--- src/sv/tile_map_collision_query_unit_defines.svh ---
// assertion macros for the tile map collision query unit
`ifndef TILE_MAP_COLLISION_QUERY_UNIT_DEFINES_SVH
`define TILE_MAP_COLLISION_QUERY_UNIT_DEFINES_SVH
`ifndef SYNTHESIS
`define TMC_ASSERT_IMP(label, clk, rst, a, c) \
  label: assert property (@(posedge clk) disable iff (rst) (a) |-> (c)) \
    else $error("assertion failed");
`define TMC_ASSERT_NEXT(label, clk, rst, a, c) \
  label: assert property (@(posedge clk) disable iff (rst) (a) |=> (c)) \
    else $error("assertion failed");
`else
`define TMC_ASSERT_IMP(label, clk, rst, a, c)
`define TMC_ASSERT_NEXT(label, clk, rst, a, c)
`endif
`endif

--- src/sv/tmcq_pkg.sv ---
package tmcq_pkg;
  localparam int unsigned MapCellsDefault = 4096;
  localparam int unsigned CoordW = 20;
  localparam int unsigned SumW = 22;
  localparam int unsigned QuotW = 18;
  localparam int unsigned CellW = 16;
  localparam int unsigned SizeW = 19;
  localparam int unsigned TileW = 9;
  localparam int unsigned DimW = 7;

  typedef enum logic [1:0] {
    KIND_BOX   = 2'd0,
    KIND_POINT = 2'd1,
    KIND_READ  = 2'd2,
    KIND_WRITE = 2'd3
  } kind_t;

  typedef enum logic [1:0] {
    REG_TILE_W = 2'd0,
    REG_TILE_H = 2'd1,
    REG_COLS   = 2'd2,
    REG_ROWS   = 2'd3
  } reg_idx_t;

  typedef struct packed {
    logic start;
    logic [SumW-1:0] dividend;
    logic [TileW-1:0] tile;
  } div_req_t;

  typedef struct packed {
    logic busy;
    logic done;
    logic signed [QuotW:0] quot;
  } div_rsp_t;
endpackage

--- src/sv/tmcq_div.sv ---
// signed by unsigned divide, truncating toward zero, one quotient bit per cycle
module tmcq_div (
  input  logic clk,
  input  logic rst,
  input  tmcq_pkg::div_req_t req,
  output tmcq_pkg::div_rsp_t rsp
);
  localparam int unsigned NW = tmcq_pkg::SumW;
  localparam int unsigned DW = tmcq_pkg::TileW + 4;
  localparam int unsigned CntW = $clog2(NW + 1);

  logic [NW-1:0] mag;
  logic [NW-1:0] quo;
  logic [DW:0] rem;
  logic [DW-1:0] den;
  logic neg;
  logic [CntW-1:0] cnt;
  logic busy;
  logic done;
  logic [DW:0] trial;
  logic [DW:0] shifted;
  logic [NW-1:0] qmag;

  assign shifted = {rem[DW-1:0], mag[NW-1]};
  assign trial = shifted - {1'b0, den};

  always_ff @(posedge clk) begin
    if (rst) begin
      busy <= 1'b0;
      done <= 1'b0;
      cnt <= '0;
    end else begin
      done <= 1'b0;
      if (req.start) begin
        busy <= 1'b1;
        cnt <= CntW'(NW);
        neg <= req.dividend[NW-1];
        mag <= req.dividend[NW-1] ? NW'(-req.dividend) : req.dividend;
        den <= {(req.tile == '0) ? tmcq_pkg::TileW'(1) : req.tile, 4'b0000};
        rem <= '0;
        quo <= '0;
      end else if (busy) begin
        mag <= {mag[NW-2:0], 1'b0};
        if (!trial[DW]) begin
          rem <= trial;
          quo <= {quo[NW-2:0], 1'b1};
        end else begin
          rem <= shifted;
          quo <= {quo[NW-2:0], 1'b0};
        end
        cnt <= cnt - 1'b1;
        if (cnt == CntW'(1)) begin
          busy <= 1'b0;
          done <= 1'b1;
        end
      end
    end
  end

  // quotient of 22-bit by at least 16 fits 18 bits
  assign qmag = neg ? NW'(-quo) : quo;
  assign rsp.busy = busy;
  assign rsp.done = done;
  assign rsp.quot = qmag[tmcq_pkg::QuotW:0];
endmodule

--- config.mk ---
export PLATFORM = sky130hd
export DESIGN_NAME = tmcq_div
export DESIGN_NICKNAME = d
export VERILOG_FILES = /design/src/sv/tile_map_collision_query_unit_defines.svh /design/src/sv/tmcq_pkg.sv /design/src/sv/tmcq_div.sv
export SDC_FILE = /design/constraint.sdc
export NUM_CORES = 1
export LEC_CHECK = 0
export ABC_CLOCK_PERIOD_IN_PS = 3200
export BUFFER_PORTS_ARGS = -buffer_cell sky130_fd_sc_hd__buf_2
export CAP_MARGIN = 20
export CORE_ASPECT_RATIO = 0.9
export CORE_MARGIN = 1.5
export CORE_UTILIZATION = 52
export CTS_CLUSTER_SIZE = 24
export DETAILED_ROUTE_END_ITERATION = 10
export PLACE_DENSITY = 0.81
export SLEW_MARGIN = 0
export SYNTH_ARGS = -nofsm -noshare
export SYNTH_HDL_FRONTEND = slang
export SYNTH_SLANG_ARGS = --single-unit
--- constraint.sdc ---
create_clock -name clk -period 3.2 [get_ports clk]
set_input_delay 0.16 -clock clk [delete_from_list [all_inputs] [get_ports clk]]
set_output_delay 0.16 -clock clk [all_outputs]
set_load 0.005 [all_outputs]
==> results of run 1 <==
[power breakdown]
| part | leakage (nW) | switching (mW) | internal, mW | total, mW |
|---|---|---|---|---|
| sequential | 0.673 | 0.0440 | 1.09 | 1.14 |
| clock | 0.0960 | 0.331 | 0.357 | 0.688 |
| combinational | 0.990 | 0.239 | 0.192 | 0.432 |
[routing by layer]
metal  part of all wire, %  up-vias
met3                   4.5       17
met2                    48       88
met4                   1.9        0
li1                      -     1469
met1                    46     1406
met5                     0        -
[kinds of logic after synthesis]
logic type      Yosys count  share of synthesized area [%]
compound gates           89                           14.5
xor+xnor                 46                           9.94
fa+ha+maj                14                           4.51
buf+inv                  48                           4.72
flops                    71                           50.9
mux                       2                          0.525
simple gates            111                           14.9
[area by class of cell]
cell class                 instances  area (sq um)  share of cell area, %
sequential                        71          2060                   44.8
multi-input combinational        262          1810                   39.2
timing repair buffer              63           353                   7.66
clock buffer                      10           128                   2.77
tap                               96           120                   2.61
inverter                          20          75.1                   1.63
clock inverter                     6          61.3                   1.33
[worst max-delay path, cell delays in order, from the launching register on]
cell and delay [ps]:
edfxtp_1 450, or4_4 590, or3_4 370, or3_4 420
o21ai_0 250, xnor2_1 150, buf_2 130
[through the flow]
stage,instance area (sq um),util [%]
3_5_place_dp,4360,57.8
4_1_cts,4600,60.9
3_3_place_gp,4360,57.8
2_1_floorplan,4060,-
6_report,4610,61.1
5_1_grt,4610,61.1
[placed cells by master, fill, tap and decap left out, drive strengths merged, types with 8 or more instances in the layout]
cell,synthesis,final
a21oi,30,30
nand2,12,12
xor2,18,18
o21ai,20,20
o41ai,8,8
edfxtp,64,64
o31ai,13,13
nor2b,22,22
inv,20,20
nor2,33,33
xnor2,28,28
clkbuf,24,10
buf,4,57
ha,13,13
[synth_stat cells (2+ instances only)]
| library cell | instances |
|---|---|
| a21o_1 | 6 |
| a21oi_1 | 30 |
| a221o_1 | 2 |
| and3_1 | 2 |
| buf_4 | 3 |
| clkbuf_1 | 24 |
| dfxtp_1 | 7 |
| edfxtp_1 | 64 |
| ha_1 | 13 |
| inv_1 | 20 |
| nand2_1 | 12 |
| nand2b_1 | 4 |
| nand3_1 | 4 |
| nand4_1 | 5 |
| nor2_1 | 33 |
| nor2b_1 | 22 |
| nor3_1 | 6 |
| nor4_1 | 5 |
| nor4b_1 | 2 |
| o21a_1 | 3 |
| o21ai_0 | 20 |
| o31ai_1 | 12 |
| o41ai_1 | 6 |
| o41ai_2 | 2 |
| or3_1 | 3 |
| or3_4 | 3 |
| or4_1 | 5 |
| xnor2_1 | 28 |
| xor2_1 | 18 |
[repair_timing]
item / 4_1_cts / 5_1_grt
hold buffers: 5 / 1
buffers inserted: 0 / 0
endpoints found under the setup margin: 0 / 0
gates resized for setup: 0 / 0
endpoints found under the hold margin: 5 / 1
[worst paths after layout]
check,slack [ps],cells after the start,end
setup / recovery,350,6,rsp[18]
hold / removal,20,1,den[11]
setup reg to reg,580,7,rem[7]
hold reg to reg,540,1,rem[2]
[flip-flops by register name (all words and copies together), names as in the netlist]
register	flops
den	9
cnt	5
neg	1
mag	22
rem	13
busy	1
done	1
quo	19
==> results.md, run 1 <==
* R2R Path Start: rem[9]
* Met2 usage at between 30% and 40%
* Vias per inst at around 5.6
* Routing usage on met3 at under 10%
* Final setup viols at 0
* Yosys warns at 0
* Wirelength, routed at a little under 8 mm
* Setup TNS at 0 ps
* Final worst slack at between 300 and 400 ps
* Outcome: finished clean
* Rows at 30
* Final min period at 2850 ps
* Met1 GRT Util at between 20% and 30%
* Root buf cell: clkbuf_8
* Maximum clock frequency at ~350 MHz
* Chip height at 86.8 um
* Leak at 1.76 nW
* Via Count at 2980
* RSZ-0062 raised after global routing: no
* Final instance count without filler cells at 528
* Seq/Total Area, Yosys at between 50% and 60%
* Placer congestion estimate at roughly 0.84
* #FFs+latches synth at 71
* Pre-CTS WS at slightly above 600 ps
* Post-synth EDFFs at 64
* Core footprint at approximately 7500 sq um
* CTS Sinks at 71
* Hold Startpoint: req[7]
* ANT cells at 0
* Clk_lat worst skew at about 350 ps
* Critical path launch point type: register
* Die W at between 90 and 100 um
* Boundary pin count at 55
* Worst IR Drop VDD at ~0.00024 V
* Reg clk slew, reported paths at 70 ps
* Worst Hold Class: in -> reg
* Predominant post-synthesis flop cell: edfxtp_1
* Hold_ws at between 20 and 25 ps
* Layout cells sized above 1 at around 19%
* Initial antenna violation count at 0
* Net count, final at ~480
* Post-synth top area share at a little under half
* First-pass GRT wire length at around 13 mm
* Final Max Tran Viols at 0
* GRT Overall Usage at 20.7%
* Netlist cell types at 46
* GRT busiest layer: met2
* Mapped cell area at between 4000 and 5000 sq um
* CP Data Required Time at ~3000 ps
* # port buffers at 54
* Measured slew at the worst slew-check pin at between 700 and 800 ps
* H-Tree Level Count at 3
* Vias in the first global route at 2837
* DRC viols at 0
* Worst-path fanout max at 4
* Final hold vios at 0
* Max Buffers Root-to-Sink at 2
* Syn_nets at between 400 and 500
* Congestion Overflow GR at 0
* Fillers at approximately 610
* Num CTS Buffers at 9
* Main area contributors after synthesis: edfxtp_1 (47%), xnor2_1 (6.0%), ha_1 (4.0%), xor2_1 (3.9%), a21oi_1 (3.7%)
* Worst Skew at approximately 9.3 ps
* Avg WL per Cell at about 15 um
* Pwr dens at 490 nW/um^2
* Area Overhead vs Synth at 13.6%
* Cell count after synthesis at about 380
* Critical Path Start: quo[5]
* 1st-pass router iterations at 8
* Slew HR at approximately 47%
* Worst EP arrival at 2690 ps
* Synthesized area per cell at ~11 sq um
* Total Power at approximately 2.3 mW
* Critical path capture point type: output port
* WS Path Type: reg -> out
* Largest net degree at the start of global routing at 73
* Post-synth ARST share at 0%
* Initial Util at 53.7%
* Tcrit/Tclk final at between 80% and 90%
* Area leader, netlist: edfxtp_1
* Starting DRC count in detailed routing at 200
* Max Cap Violations at 0
* CTS tree: built
* Die area at around 8300 sq um
* Antenna-violating nets left at 0
* Dpl cells at 506
* Hpwl dp at approximately 5.5 mm
Note: power is estimated with default switching activity, not from simulation.
==> inputs of run 2 (changes only) <==
Settings changed: CORE_UTILIZATION 52 to 30, PLACE_DENSITY 0.81 to 0.54.
==> results.md, run 2 (synthesized netlist as in run 1, its figures left out) <==
* Layout cells sized above 1 at 19.1% (-0.15 points)
* Starting DRC count in detailed routing at 142 (-29%)
* Measured slew at the worst slew-check pin at 849 ps (+52.4 ps)
* Avg WL per Cell at 14.2 um (-3.7%)
* # Post-CTS Setup Buffers at 0 (unchanged)
* Max Buffers Root-to-Sink at 2 (unchanged)
* Pwr dens at 536 nW/um^2 (+9.3%)
* Fillers at 1343 (+120%)
* Via Count at 2936 (-1.5%)
* Die area at 14200 sq um (+71%)
* Switching pwr at 0.659 mW (+7.3%)
* Final Max Tran Viols at 0 (unchanged)
* Rows at 40 (+33%)
* Die W at 126 um (+31%)
* # port buffers at 54 (unchanged)
* Root buf cell: clkbuf_16
* Num CTS Buffers at 9 (unchanged)
* CTS Sinks at 71 (unchanged)
* CTS tree: built
* WS Path Type: reg -> out
* Worst IR Drop VDD at 0.000223 V (-7.7%)
* Boundary pin count at 55 (unchanged)
* ANT cells at 0 (unchanged)
* Final hold vios at 0 (unchanged)
* Slew HR at 43.2% (-3.5 points)
* Max Cap Violations at 0 (unchanged)
* Worst Hold Class: in -> reg
* Worst EP arrival at 2730 ps (+40 ps)
* Clock Power Share at 38.2% (+7.7 points)
* Clk_lat worst skew at 340 ps (about the same)
* Placer congestion estimate at 0.851 (+1.1%)
* P_int at 1.88 mW (+14%)
* Total Power at 2.54 mW (+12%)
* RSZ-0062 raised after global routing: no
* 1st-pass router iterations at 4 (-4)
* Biggest regs: mag: 22 flops, quo: 19 flops, rem: 13 flops
* CP Data Required Time at 3040 ps (about the same)
* Area Overhead vs Synth at 17.0%
* Leak at 1.78 nW (+1.0%)
* Sequential Power Share at 45.0% (-5.4 points)
* Vias per inst at 4.95 (-12%)
* Hpwl dp at 5.85 mm (+6.1%)
* Net count, final at 468 (-1.5%)
* Core footprint at 13300 sq um (+76%)
* Critical path capture point type: output port
* Setup TNS at 0 ps (unchanged)
* H-Tree Level Count at 3 (unchanged)
* Largest register FFs at 22 (unchanged)
* First-pass GRT wire length at 13.7 mm (+4.9%)
* Critical path launch point type: register
* Largest net degree at the start of global routing at 73 (unchanged)
* Most frequent cells in the layout: edfxtp_1 (64), buf_2 (54), nor2_1 (32)
* Antenna-violating nets left at 0 (unchanged)
* Worst Skew at 6.75 ps (-2.54 ps)
* Switching Fraction at 26.0% (-1.2 points)
* Wirelength, routed at 8.41 mm (+8.2%)
* Final setup viols at 0 (unchanged)
* Chip height at 113 um (+31%)
* GRT Overall Usage at 12.1% (-8.6 points)
* Final min period at 2890 ps (+42.6 ps)
* Commonest non-fill, non-tap cell in the layout: edfxtp_1
* DRC viols at 0 (unchanged)
* Outcome: finished clean
* Initial antenna violation count at 0 (unchanged)
* Tcrit/Tclk final at 90.4% (+1.3 points)
* Post-CTS resize count at 0 (unchanged)
* Maximum clock frequency at 346 MHz (-1.5%)
* Initial Util at 30.6% (-23 points)
* Hold_buf cts at 0 (-5)
* Vias in the first global route at 2785 (-1.8%)
* Largest register by flop count: mag
* Reg clk slew, reported paths at 60 ps (about the same)
* Worst-path fanout max at 4 (unchanged)
* Congestion Overflow GR at 0 (unchanged)
* Comb pwr share at 16.8% (-2.3 points)
==> run 2: critical path, cell delays in order (launching register included) <==
cell      delay, ps
edfxtp_1        450
or4_4           600
or3_4           370
or3_1           400
o41ai_2         280
xnor2_1         170
buf_2           140
==> run 2: power by group through the flow <==
stage                     clock [mW]  sequential (mW)  combinational, mW
after detailed placement           0             1.16              0.428
after floorplan                    0             1.14              0.308
after global placement             0             1.16              0.420
final                          0.971             1.14              0.428
after CTS                       1.00             1.14              0.431
after global routing            1.04             1.15              0.478
==> run 2: layer usage <==
layer	global-route usage, %	part of all wire, %
met5	0	0
met4	5.61	1.5
met3	3.03	4.6
met1	16.4	49
met2	18.2	45
==> run 2: area by class of cell <==
class,count,area (sq um),share of cell area [%]
Tap cell,168,210,4.43
Timing Repair Buffer,56,298,6.28
Inverter,20,75.1,1.58
Clock buffer,9,225,4.75
Clock inverter,7,63.8,1.35
Multi-Input combinational cell,262,1810,38.1
Sequential cell,71,2060,43.5
==> run 2: path summary, 6_finish.rpt <==
| check | startpoint | endpoint | slack (ps) | cells past startpoint |
|---|---|---|---|---|
| worst max-delay path | quo[5] | rsp[17] | 310 | 6 |
| worst min-delay path | req[2] | den[6] | 20 | 1 |
| worst max register to register | rem[9] | rem[7] | 580 | 7 |
| worst min register to register | rem[0] | rem[1] | 530 | 1 |
==> run 2: per-stage QoR <==
| step | worst slack (ps) | util (%) | area (sq um) | hold WS [ps] | cells |
|---|---|---|---|---|---|
| 5_1_grt | 230 | 35.8 | 4740 | 10.2 | 593 |
| 4_1_cts | 290 | 35.8 | 4740 | 6.10 | 593 |
| 3_5_place_dp | 597 | 33.6 | 4450 | 356 | 577 |
| 2_1_floorplan | 856 | - | 4060 | 259 | 381 |
| 6_report | 306 | 35.8 | 4740 | 21.9 | 593 |
| 3_3_place_gp | 705 | 33.6 | 4450 | 352 | 577 |
